<file path="src/rtl/core/bse_pkg.sv">
// ----------------------------------------------------------------------------
// bse_pkg
// Shared types and constants for the batch statistics engine.
// ----------------------------------------------------------------------------
package bse_pkg;

    localparam int MAX_VALUES_DEF = 256;
    localparam int RANK_FULL      = 25600;
    localparam int VAL_W          = 15;

    localparam logic [0:0] REQ_LOAD    = 1'b0;
    localparam logic [0:0] REQ_COMPUTE = 1'b1;

    localparam logic [0:0] CFG_POP_MODE = 1'b0;
    localparam logic [0:0] CFG_RANK     = 1'b1;

    typedef struct packed {
        logic        req_type;
        logic [14:0] score_value;
    } req_word_t;

    typedef struct packed {
        logic [8:0]  value_count;
        logic [14:0] mean_value;
        logic [14:0] median_value;
        logic [14:0] std_deviation;
        logic [14:0] percentile_value;
        logic        overflow_flag;
    } res_word_t;

    // controller to datapath commands
    typedef struct packed {
        logic clr_acc;    // clear sums and sort pass state
        logic acc_step;   // accumulate one stored entry
        logic sort_step;  // one compare/swap step
        logic fin_step;   // one step of the finishing sequence
    } dp_cmd_t;

    // datapath to controller status
    typedef struct packed {
        logic acc_done;
        logic sort_done;
        logic fin_done;
    } dp_sts_t;

endpackage

</file>
<file path="src/rtl/core/bse_ctrl.sv">
// ----------------------------------------------------------------------------
// bse_ctrl
// Sequencer for a compute request: accumulate, sort, finish, emit.
// ----------------------------------------------------------------------------
module bse_ctrl
(
    input  logic              clk,
    input  logic              rst_n,
    input  logic              go,
    input  bse_pkg::dp_sts_t  sts,
    output bse_pkg::dp_cmd_t  cmd,
    output logic              busy,
    output logic              emit
);

    typedef enum logic [4:0] {
        ST_IDLE = 5'b00001,
        ST_ACC  = 5'b00010,
        ST_SORT = 5'b00100,
        ST_FIN  = 5'b01000,
        ST_EMIT = 5'b10000
    } state_t;

    state_t state_reg, state_next;

    // next state
    always_comb
    begin
        state_next = state_reg;
        case (state_reg)
            ST_IDLE: if (go) state_next = ST_ACC;
            ST_ACC:  if (sts.acc_done) state_next = ST_SORT;
            ST_SORT: if (sts.sort_done) state_next = ST_FIN;
            ST_FIN:  if (sts.fin_done) state_next = ST_EMIT;
            ST_EMIT: state_next = ST_IDLE;
            default: state_next = ST_IDLE;
        endcase
    end

    always_ff @(posedge clk or negedge rst_n)
    begin
        if (!rst_n)
            state_reg <= ST_IDLE;
        else
            state_reg <= state_next;
    end

    // command decode
    always_comb
    begin
        cmd.clr_acc   = (state_reg == ST_IDLE) && go;
        cmd.acc_step  = (state_reg == ST_ACC);
        cmd.sort_step = (state_reg == ST_SORT);
        cmd.fin_step  = (state_reg == ST_FIN);
    end

    assign busy = (state_reg != ST_IDLE);
    assign emit = (state_reg == ST_EMIT);

endmodule

</file>
<file path="config.mk">
export PLATFORM = sky130hd
export DESIGN_NAME = bse_ctrl
export DESIGN_NICKNAME = d
export VERILOG_FILES = /design/src/rtl/core/bse_pkg.sv /design/src/rtl/core/bse_ctrl.sv
export SDC_FILE = /design/constraint.sdc
export NUM_CORES = 1
export LEC_CHECK = 0
export ABC_CLOCK_PERIOD_IN_PS = 2800
export BUFFER_PORTS_ARGS = -buffer_cell sky130_fd_sc_hd__buf_2
export CAP_MARGIN = 30
export CORE_AREA = 2 2 39 41
export CTS_CLUSTER_DIAMETER = 50
export DETAILED_ROUTE_END_ITERATION = 10
export DIE_AREA = 0 0 41 43
export GPL_ROUTABILITY_DRIVEN = 0
export PLACE_DENSITY = 0.42
export SYNTH_ARGS = -nofsm -noshare
export SYNTH_HDL_FRONTEND = slang
export SYNTH_SLANG_ARGS = --single-unit
export TNS_END_PERCENT = 20
</file>
<file path="constraint.sdc">
create_clock -name clk -period 2.8 [get_ports clk]
set_clock_uncertainty 0.1 [all_clocks]
set_input_delay 0 -clock clk [delete_from_list [all_inputs] [get_ports clk]]
set_output_delay 0 -clock clk [all_outputs]
set_load 0.02 [all_outputs]
</file>
======== Yosys cells after proc, flatten, opt, wreduce, memory -nomap -nowiden ========
Index checks and enable logic that the tools add are counted.
storage, ports and cells
  register bits after elaboration ......... 5
  output and inout bits ................... 6
  bits of input ports ..................... 6
  word-level logic and storage cells ...... 18
cells by class
  equality and inequality tests ........... 10
  multiplexer cells ....................... 5
  reduce and logical (&&, ||, !) cells .... 2
operators by type and width
  operator              count
  $mux W5               4
  $pmux W5 S4           1
  $ne A2 B2 Y1 const B  4
  $eq A5 B1 Y1 const B  1
  $eq A5 B2 Y1 const B  1
  $eq A5 B3 Y1 const B  1
  $eq A5 B4 Y1 const B  1
  $eq A5 B5 Y1 const B  1
  $ne A5 B1 Y1 const B  1
  $reduce_and A4 Y1     1
  $logic_and A1 B1 Y1   1

======== Logic depth before layout (Yosys ltp) ========
Gate-level depths: netlist (run 1).
  depth after elaboration ................. 3
  gate-level depth with buffers ........... 3
  depth with buffers taken out ............ 3

======== Least setup slack after synthesis (run 1) ========
Ideal clock, no wire load.
  path type ............................... flip-flop to flip-flop
  from .................................... reg state_reg[1]
  to ...................................... reg state_reg[2]
  data arrival time ....................... 1464 ps
  clock period less this slack ............ 1631 ps
  path buffers ............................ 0
  stages on the path, launching flop included .. 4
  slack ................................... 1169 ps
  data required time ...................... 2632 ps
  library setup time ...................... 68 ps
  cells stage by stage .................... dfrtp_1 > or3_1 > nor3b_2 > a22o_1
RTL lines
  element                 line            text
  start, declared         bse_ctrl.sv:24  state_t state_reg, state_next;
  start signal, assigned  bse_ctrl.sv:45  state_reg <= state_next;

======== Worst setup path in the final report (run 1) ========
  from .................................... reg state_reg[1]
  to ...................................... reg state_reg[2]
between the ends
  longest elaborated chain between the ends .. 3
  elaborated cells on any way between the ends .. 10
  those cells by class .................... eq/ne (8); mux (1); reduce/logical (1)
RTL lines
  element                               line            text
  $eq A5 B2 Y1 (tied with other cells)  bse_ctrl.sv:30  case (state_reg)
  $ne A2 B2 Y1 (no line)                n/a
  $reduce_and A4 Y1 (no line)           n/a
Parallel ways exist; a longest one is shown, timed or not.
A chain may end at the register's enable or synchronous reset.

==> results of run 1 <==
## through the flow
step,utilization,setup WS (ns)
2_1_floorplan,-,1.169
3_3_place_gp,0.2559,1.270
3_5_place_dp,0.2559,1.218
4_1_cts,0.3183,0.7354
5_1_grt,0.3183,0.6383
6_report,0.3183,0.7478
## power by group
part | switching [mW] | total (mW) | internal (mW)
sequential | 0.0226 | 0.120 | 0.0974
combinational | 0.0820 | 0.156 | 0.0737
clock | 0.0273 | 0.0810 | 0.0537
## cells in the final DEF (no fill, tap or decap)
master         netlist  routed
clkbuf_4             0       3
or4b_1               1       1
buf_2                0      11
a22o_1               3       3
nor2_1               1       1
nand2_1              1       1
o41ai_1              1       1
dfstp_2              1       1
nor3b_2              4       4
or3_4                1       1
dfrtp_1              4       4
dlygate4sd3_1        0       6
clkbuf_1             0       1
inv_1                4       4
and2_1               2       2
nor3_1               1       1
or3_1                1       1
## repair_timing
item / in CTS / in global routing
hold buffers: 6 / 0
hold endpoints to repair: 10 / 0
setup endpoints to repair: 0 / 0
buffers inserted: 0 / 0
## cell type report
| type | instances | area (um^2) | share of cell area |
|---|---|---|---|
| Inverter | 4 | 15.01 | 0.03409 |
| Timing Repair Buffer | 17 | 115.1 | 0.2614 |
| Tap cell | 16 | 20.02 | 0.04545 |
| Sequential cell | 5 | 126.4 | 0.2869 |
| Multi-Input combinational cell | 16 | 137.6 | 0.3125 |
| Clock buffer | 4 | 26.28 | 0.05966 |
## critical path: cells and delay by family, from the launching register on
kind                   cells  cell delay, ns
and+or+nand+nor            2            0.75
buffers and inverters      1            0.54
DFF                        1            0.41
AOI/OAI and AO/OA          1            0.19
## worst min-delay path by stage
stage / start / endpoint / slack, ns / cells after the start
CTS: rst_n / state_reg[1]$_DFFE_PN0P_ / 0.001 / 2
finish: rst_n / state_reg[1]$_DFFE_PN0P_ / 0.004 / 2
detailed placement: rst_n / state_reg[4]$_DFFE_PN0P_ / -0.28 / 1
floorplan: rst_n / state_reg[1]$_DFFE_PN0P_ / -0.40 / 0
global route: rst_n / state_reg[1]$_DFFE_PN0P_ / 0.03 / 2
global placement: rst_n / state_reg[3]$_DFFE_PN0P_ / -0.28 / 1
## per-layer routing
layer,track usage,up-vias,part of all wire
met4,0.1000,0,0
met2,0.1219,8,0.50
met3,0.01571,0,0.080
li1,-,132,-
met1,0.09508,118,0.42
met5,0,-,0
## kinds of logic (layout without fill, tap and decap cells)
group | Yosys count | in the layout | share of synthesized area
and+or+nand+nor | 12 | 12 | 0.3580
AOI/OAI and AO/OA | 4 | 4 | 0.1223
DFF | 5 | 5 | 0.4411
buffers and inverters | 5 | 25 | 0.07860
==> flow_metrics.py, run 1 <==
metrics = {
    "final_layout": {
        "final_area_um2": 440.4,
        "largest_register_ff_count": 5,
        "fin_cells": 62,
        "layout-drive-gt1-share": 0.4348,
        "num_antenna_cells": 0,
        "area_growth_pct": 53.71,
        "layout.nets": 53,
        "n_fill_cell": 158,
    },
    "synthesis": {
        "syn_nets": 32,
        "synthArstFlopShare": 1.000,
        "synth_top_area_frac": 0.3493,
        "yosysUniqueCellTypes": 14,
        "synth_ff_type": "dfrtp_1",
        "synth_top_area_cell": "dfrtp_1",
        "yosysWarningCount": 0,
        "synth_area_leaders": "dfrtp_1, nor3b_2, dfstp_2",
        "synth_commonest_cells": "dfrtp_1, inv_1, nor3b_2, a22o_1, and2_1",
        "ys_seq_area_frac": 0.4410,
        "syn_area_um2": 286.5,
        "syn_area_per_cell_um2": 11.02,
        "synth_seq_cells": 5,
        "synth_edf_count": 0,
        "syn_inst": 26,
    },
    "clock_tree": {
        "cts_resized": 0,
        "root_buffer": "clkbuf_4",
        "clk_pin_slew_worst_paths_ns": 0.04,
        "clock_path_buffers": 2,
        "cts_tree": "yes",
        "insertion_delay_ns": 0.24,
        "numCtsBuffers": 3,
        "cts.sinks": 5,
        "htreeDepth": 1,
    },
    "placed_design": {
        "dp_hpwl_um": 465.6,
        "io_buffers": 11,
        "dp_cells": 52,
        "placed_area_um2": 354.1,
    },
    "timing": {
        "rsz0062_at_grt": "no",
        "slew_headroom": 0.7785,
        "hold_viol": 0,
        "drv_slew": 0,
        "worst_pin_slew_ns": 0.3279,
        "fmax_mhz": 487.3,
        "hold_ws_ns": 0.004181,
        "min_period_over_period": 0.7329,
        "fin_crit_ns": 2.052,
        "tns_ns": 0,
        "setup_violations": 0,
    },
    "setup_path": {
        "end_kind": "flop",
        "slowest_delay_ns": 0.54,
        "reg2reg_from": "state_reg[1]$_DFFE_PN0P_",
        "startpoint_type": "flop",
        "crit_required_ns": 2.87,
        "crit_type": "reg -> reg",
        "r2r_cells": 4,
        "rrSetupSlack_ns": 0.75,
        "cp_slowest_cell": "dlygate4sd3_1",
        "path_cells": "or3_1 -> nor3b_2 -> a22o_1 -> dlygate4sd3_1",
        "r2r-end": "state_reg[2]$_DFFE_PN0P_",
        "cp.arrival_ns": 2.13,
        "cp_max_fo": 5,
        "cp-endpoint": "state_reg[2]$_DFFE_PN0P_",
        "startpoint": "state_reg[1]$_DFFE_PN0P_",
    },
    "job": {
        "maxCapViolCount": 0,
    },
    "drt": {
        "dr.first_iter.drc_count": 0,
        "dr.pass1.iters": 1,
        "routed_wl_um": 578,
        "ant_nets": 0,
        "drcViolationCount": 0,
        "vias_per_cell": 4.161,
        "num_vias": 258,
        "avgRoutedWirePerCell_um": 9.323,
    },
    "global_routing": {
        "first_global_vias": 249,
        "antenna_found_initial": 0,
        "grt_usage": 0.08687,
        "gr-total-overflow": 0,
        "grt_pass1_wl_um": 952,
        "grt_max_degree": 6,
    },
    "outcome": {
        "status": "finished, final reports clean",
    },
    "worst_hold_path": {
        "hold_path.class": "in -> async",
    },
    "pwr": {
        "power.leakage_nw": 0.2223,
        "power_density_mw_per_mm2": 810.0,
        "ir_worst_vdd_mv": 0.2965,
        "p_total_mw": 0.3568,
    },
    "die": {
        "rows": 14,
        "initial_core_util": 0.2071,
        "die_h_um": 43,
        "die-width_um": 41,
        "die_area_mm2": 0.001763,
        "core_mm2": 0.001384,
        "ios": 12,
    },
}
Note: power is estimated with default switching activity, not from simulation.
==> inputs of run 2 (changes only) <==
--- a/config.mk
+++ b/config.mk
@@ -5,7 +5,7 @@
 export SDC_FILE = /design/constraint.sdc
 export NUM_CORES = 1
 export LEC_CHECK = 0
-export ABC_CLOCK_PERIOD_IN_PS = 2800
+export ABC_CLOCK_PERIOD_IN_PS = 1810
 export BUFFER_PORTS_ARGS = -buffer_cell sky130_fd_sc_hd__buf_2
 export CAP_MARGIN = 30
 export CORE_AREA = 2 2 39 41
@@ -13,7 +13,7 @@
 export DETAILED_ROUTE_END_ITERATION = 10
 export DIE_AREA = 0 0 41 43
 export GPL_ROUTABILITY_DRIVEN = 0
-export PLACE_DENSITY = 0.42
+export PLACE_DENSITY = 0.44
 export SYNTH_ARGS = -nofsm -noshare
 export SYNTH_HDL_FRONTEND = slang
 export SYNTH_SLANG_ARGS = --single-unit
==> constraint.sdc (replaced) <==
create_clock -name clk -period 1.81 [get_ports clk]
set_clock_uncertainty 0.1 [all_clocks]
set_input_delay 0 -clock clk [delete_from_list [all_inputs] [get_ports clk]]
set_output_delay 0 -clock clk [all_outputs]
set_load 0.02 [all_outputs]
==> flow_metrics.py, run 2 (synthesis results as in run 1) <==
metrics = {
    "outcome": {
        "status": "finished, final reports clean",
    },
    "pwr": {
        "p_comb_frac": 0.430,
        "p_int_mw": 0.3422,
        "p_total_mw": 0.5476,
        "ir_worst_vdd_mv": 0.5513,
        "p_seq_frac": 0.339,
        "power_density_mw_per_mm2": 1272,
        "power.leakage_nw": 0.2156,
        "p_sw_frac": 0.3751,
        "p_sw_mw": 0.2054,
        "clkPwrFrac": 0.231,
    },
    "die": {
        "die_h_um": 43,
        "die_area_mm2": 0.001763,
        "rows": 14,
        "initial_core_util": 0.2071,
        "core_mm2": 0.001384,
        "ios": 12,
        "die-width_um": 41,
    },
    "final_layout": {
        "final_util": 0.3110,
        "area_growth_pct": 50.22,
        "layout.nets": 52,
        "final_area_um2": 430.4,
        "fin_cells": 61,
        "final_common_cell": "buf_2",
        "largest_register_ff_count": 5,
        "layout_common_cells": "buf_2, dlygate4sd3_1, nor3b_2, inv_1, dfrtp_1",
        "num_antenna_cells": 0,
        "n_fill_cell": 153,
        "layout-drive-gt1-share": 0.4444,
    },
    "global_routing": {
        "grt_max_degree": 6,
        "grt_util_met2": 0.1344,
        "grt_usage": 0.09091,
        "grt.met3_usage": 0.02094,
        "grt-busiest-layer": "met2",
        "grt_pass1_wl_um": 1069,
        "first_global_vias": 280,
        "gr-total-overflow": 0,
        "antenna_found_initial": 0,
        "grtUsageMet1": 0.1016,
    },
    "timing": {
        "fin_ws_ns": 0.05066,
        "rsz0062_at_grt": "yes",
        "hold_viol": 0,
        "min_period_over_period": 0.9720,
        "slew_headroom": 0.7858,
        "fin_crit_ns": 1.759,
        "worst_pin_slew_ns": 0.3172,
        "fmax_mhz": 568.4,
        "setup_violations": 0,
        "hold_ws_ns": 0.006484,
        "drv_slew": 0,
        "tns_ns": 0,
    },
    "placed_design": {
        "io_buffers": 11,
        "dp_cells": 52,
        "place_ws_ns": 0.2226,
        "dp_hpwl_um": 496,
        "placed_area_um2": 354.1,
    },
    "worst_hold_path": {
        "hold_path.class": "in -> async",
    },
    "setup_path": {
        "critical-path-top-delay-family": "simple AND/OR/NAND/NOR gates",
        "cp_max_fo": 5,
        "critPathBufInv": 1,
        "end_kind": "primary output",
        "path_cells": "or3_1 -> nor3b_2 -> buf_2",
        "startpoint_type": "flop",
        "crit_required_ns": 1.71,
        "crit_type": "reg -> out",
        "cp.arrival_ns": 1.66,
        "slowest_delay_ns": 0.43,
        "startpoint": "state_reg[1]$_DFFE_PN0P_",
        "reg2reg_from": "state_reg[2]$_DFFE_PN0P_",
        "cp_slowest_cell": "or3_1",
    },
    "clock_tree": {
        "clk_pin_slew_worst_paths_ns": 0.04,
        "cts.sinks": 5,
        "cts_tree": "yes",
        "root_buffer": "clkbuf_4",
        "cts_setup_buffers": 0,
        "htreeDepth": 1,
        "insertion_delay_ns": 0.24,
        "clock_path_buffers": 2,
        "numCtsBuffers": 3,
    },
    "drt": {
        "num_vias": 254,
        "avgRoutedWirePerCell_um": 10.10,
        "vias_per_cell": 4.164,
        "dr.first_iter.drc_count": 1,
        "drcViolationCount": 0,
        "routed_wl_um": 616,
        "ant_nets": 0,
        "dr.pass1.iters": 2,
    },
    "job": {
        "maxCapViolCount": 0,
    },
}
-- run 2: cell types whose count changed in the layout (fill, tap and decap cells not counted) --
cell           before  now
dlygate4sd3_1       6    5
-- run 2: final timing paths --
kind	to	slack (ns)	cells after the start
hold / removal	state_reg[1]$_DFFE_PN0P_	0.006	2
min in group clk	state_reg[4]$_DFFE_PN0P_	0.42	3
setup / recovery	cmd[1]	0.05	3
hold reg to reg	state_reg[0]$_DFFE_PN1P_	0.51	2
setup reg to reg	state_reg[0]$_DFFE_PN1P_	0.23	3
max in group asynchronous	state_reg[0]$_DFFE_PN1P_	1.39	2
-- run 2: worst reg2reg max path, delay by kind of cell, from the launching register on --
kind             cells  cell delay (ns)
AO/OA/AOI/OAI        1             0.08
AND/OR/NAND/NOR      2             0.87
flip-flops           1             0.41
-- run 2: layout make-up --
type	instances	area (um^2)	share of cell area
Timing Repair Buffer	16	105.1	0.2442
Multi-Input combinational cell	16	137.6	0.3198
Inverter	4	15.01	0.03488
Tap cell	16	20.02	0.04651
Sequential cell	5	126.4	0.2936
Clock buffer	4	26.28	0.06105
-- run 2: repair_timing --
item,in CTS,in global routing
hold endpoints to repair,10,0
hold buffers,5,0
gates resized for setup,0,0
setup endpoints to repair,0,2
-- run 2: power by group through the flow --
stage	logic (mW)	clock network (mW)	registers, mW
after global routing	0.264	0.136	0.191
after global placement	0.225	0	0.186
after floorplan	0.172	0	0.178
final	0.235	0.127	0.186
after detailed placement	0.231	0	0.187
after CTS	0.239	0.134	0.186
-- run 2: routing by layer --
metal / up-vias / part of all wire
li1: 130 / -
met1: 116 / 0.44
met2: 8 / 0.50
met3: 0 / 0.057
met4: 0 / 0
met5: - / 0
==> inputs of run 3 (changes only) <==
--- a/config.mk
+++ b/config.mk
@@ -5,6 +5,7 @@
 export SDC_FILE = /design/constraint.sdc
 export NUM_CORES = 1
 export LEC_CHECK = 0
+export ABC_AREA = 1
 export ABC_CLOCK_PERIOD_IN_PS = 1810
 export BUFFER_PORTS_ARGS = -buffer_cell sky130_fd_sc_hd__buf_2
 export CAP_MARGIN = 30
@@ -13,7 +14,7 @@
 export DETAILED_ROUTE_END_ITERATION = 10
 export DIE_AREA = 0 0 41 43
 export GPL_ROUTABILITY_DRIVEN = 0
-export PLACE_DENSITY = 0.44
+export PLACE_DENSITY = 0.46
 export SYNTH_ARGS = -nofsm -noshare
 export SYNTH_HDL_FRONTEND = slang
 export SYNTH_SLANG_ARGS = --single-unit
==> flow_metrics.py, run 3 <==
metrics = {
    "setup_path": {
        "crit_type": "reg -> reg",
        "end_kind": "flop",
        "cp_slowest_cell": "dfstp_2",
        "crit_required_ns": 1.89,
        "critPathBufInv": 2,
        "cp.arrival_ns": 1.79,
        "critical-path-top-delay-family": "buffers and inverters",
        "slowest_delay_ns": 0.55,
        "path_cells": "inv_1 -> nor2_1 -> nand3_1 -> o21ai_1 -> dlygate4sd3_1",
        "startpoint_type": "flop",
        "cp_max_fo": 4,
    },
    "synthesis": {
        "synth_ff_type": "dfrtp_1",
        "syn_inst": 46,
        "yosysWarningCount": 0,
        "ys_seq_area_frac": 0.4089,
        "yosysUniqueCellTypes": 12,
        "synth_commonest_cells": "inv_1, nand2_1, nor2_1, nand4_1",
        "synth.most_common_cell": "inv_1",
        "syn_area_per_cell_um2": 6.718,
        "syn_area_um2": 309.0,
        "synth_top_area_frac": 0.3239,
        "synth_seq_cells": 5,
        "syn_nets": 52,
        "synth_area_leaders": "dfrtp_1, inv_1, nand4_1",
        "synth_edf_count": 0,
        "synth_top_area_cell": "dfrtp_1",
        "synthArstFlopShare": 1.000,
    },
    "final_layout": {
        "largest_register_ff_count": 5,
        "num_antenna_cells": 0,
        "layout.nets": 73,
        "layout_common_cells": "buf_2, inv_1, nand2_1, nor2_1, dlygate4sd3_1",
        "final_common_cell": "buf_2",
        "n_fill_cell": 158,
        "area_growth_pct": 49.80,
        "layout-drive-gt1-share": 0.2879,
    },
    "clock_tree": {
        "clk_pin_slew_worst_paths_ns": 0.04,
        "cts_tree": "yes",
        "insertion_delay_ns": 0.24,
        "clock_path_buffers": 2,
        "htreeDepth": 1,
        "cts_setup_buffers": 0,
        "numCtsBuffers": 3,
        "root_buffer": "clkbuf_4",
        "cts.sinks": 5,
    },
    "drt": {
        "dr.pass1.iters": 4,
        "drcViolationCount": 0,
        "routed_wl_um": 706,
        "avgRoutedWirePerCell_um": 8.610,
        "ant_nets": 0,
        "vias_per_cell": 4.134,
        "num_vias": 339,
        "dr.first_iter.drc_count": 6,
    },
    "global_routing": {
        "grt_pass1_wl_um": 1269,
        "grt_max_degree": 10,
        "antenna_found_initial": 0,
        "first_global_vias": 318,
        "grt_usage": 0.1118,
        "gr-total-overflow": 0,
    },
    "timing": {
        "tns_ns": 0,
        "rsz0062_at_grt": "no",
        "slew_headroom": 0.8555,
        "worst_pin_slew_ns": 0.2166,
        "drv_slew": 0,
        "fmax_mhz": 586.3,
        "fin_ws_ns": 0.1045,
        "min_period_over_period": 0.9423,
        "setup_violations": 0,
        "hold_viol": 0,
        "fin_crit_ns": 1.706,
    },
    "die": {
        "die-width_um": 41,
        "core_mm2": 0.001384,
        "die_area_mm2": 0.001763,
        "die_h_um": 43,
        "ios": 12,
        "rows": 14,
        "initial_core_util": 0.2233,
    },
    "placed_design": {
        "io_buffers": 11,
        "dp_hpwl_um": 544,
        "place_ws_ns": 0.5369,
    },
    "worst_hold_path": {
        "hold_path.class": "in -> reg",
    },
    "job": {
        "maxCapViolCount": 0,
    },
    "pwr": {
        "power_density_mw_per_mm2": 1353,
        "power.leakage_nw": 0.2887,
        "ir_worst_vdd_mv": 0.3559,
    },
    "outcome": {
        "status": "finished, final reports clean",
    },
}
run 3: cell count changes after synthesis, moves of 2 or more:
cell,delta
inv_2,+2
nand4_1,+5
a22o_1,-3
nand3_1,+4
and2_1,-2
nand2_1,+7
nor3b_2,-4
inv_1,+6
nor2_1,+6
nor2_2,+2
run 3: where the power goes:
part / leakage, nW / switching (mW) / internal [mW]
clock network: 0.0150 / 0.0458 / 0.0833
registers: 0.0650 / 0.0311 / 0.154
logic: 0.209 / 0.201 / 0.112
total: 0.289 / 0.277 / 0.349
run 3: layer usage:
metal / global-route usage / up-vias / share of wire
li1: - / 180 / -
met1: 0.1429 / 150 / 0.49
met2: 0.1438 / 7 / 0.46
met3: 0.04712 / 2 / 0.041
met4: 0.08000 / 0 / 0.014
met5: 0 / - / 0
run 3: layout make-up:
class,count,area [um^2],area share
Sequential cell,5,126.4,0.2730
Multi-Input combinational cell,28,130.1,0.2811
Clock buffer,4,26.28,0.05676
Timing Repair Buffer,17,115.1,0.2486
Inverter,12,45.04,0.09730
Tap cell,16,20.02,0.04324
run 3: cells by family after synthesis:
family | count (synthesis) | share of synthesized area
compound gates | 1 | 0.01618
simple gates | 27 | 0.4049
flops | 5 | 0.4089
buf+inv | 13 | 0.1701
run 3: final timing paths:
| path | from | end | slack [ns] | cells past startpoint |
|---|---|---|---|---|
| max in group asynchronous | rst_n | state_reg[3]$_DFFE_PN0P_ | 0.87 | 3 |
| worst max-delay path | state_reg[0]$_DFFE_PN1P_ | state_reg[1]$_DFFE_PN0P_ | 0.10 | 5 |
| min in group asynchronous | rst_n | state_reg[0]$_DFFE_PN1P_ | 0.13 | 2 |
| worst min register to register | state_reg[4]$_DFFE_PN0P_ | state_reg[0]$_DFFE_PN1P_ | 0.49 | 3 |
| worst max register to register | state_reg[0]$_DFFE_PN1P_ | state_reg[1]$_DFFE_PN0P_ | 0.10 | 5 |
| worst min-delay path | sts[2] | state_reg[4]$_DFFE_PN0P_ | 0.10 | 5 |
run 3: what timing repair did:
action | in CTS | in global routing
setup endpoints to repair | 0 | 0
hold endpoints to repair | 9 | 0
resized for setup | 0 | 0
hold buffers | 6 | 0
run 3: through the flow:
step	cell area [um^2]	cells	hold WS (ns)	power, mW	utilization
2_1_floorplan	309.0	46	-0.3956	0.3919	-
3_3_place_gp	376.6	72	-0.2826	0.4735	0.2722
3_5_place_dp	376.6	72	-0.2844	0.4736	0.2722
4_1_cts	462.9	82	0.09517	0.6318	0.3345
5_1_grt	462.9	82	0.1467	0.6859	0.3345
6_report	462.9	82	0.1041	0.6265	0.3345
run 3: worst reg2reg max path: stages, from the launching register on:
cell	delay, ns
dfstp_2	0.55
inv_1	0.04
nor2_1	0.11
nand3_1	0.15
o21ai_1	0.15
dlygate4sd3_1	0.55
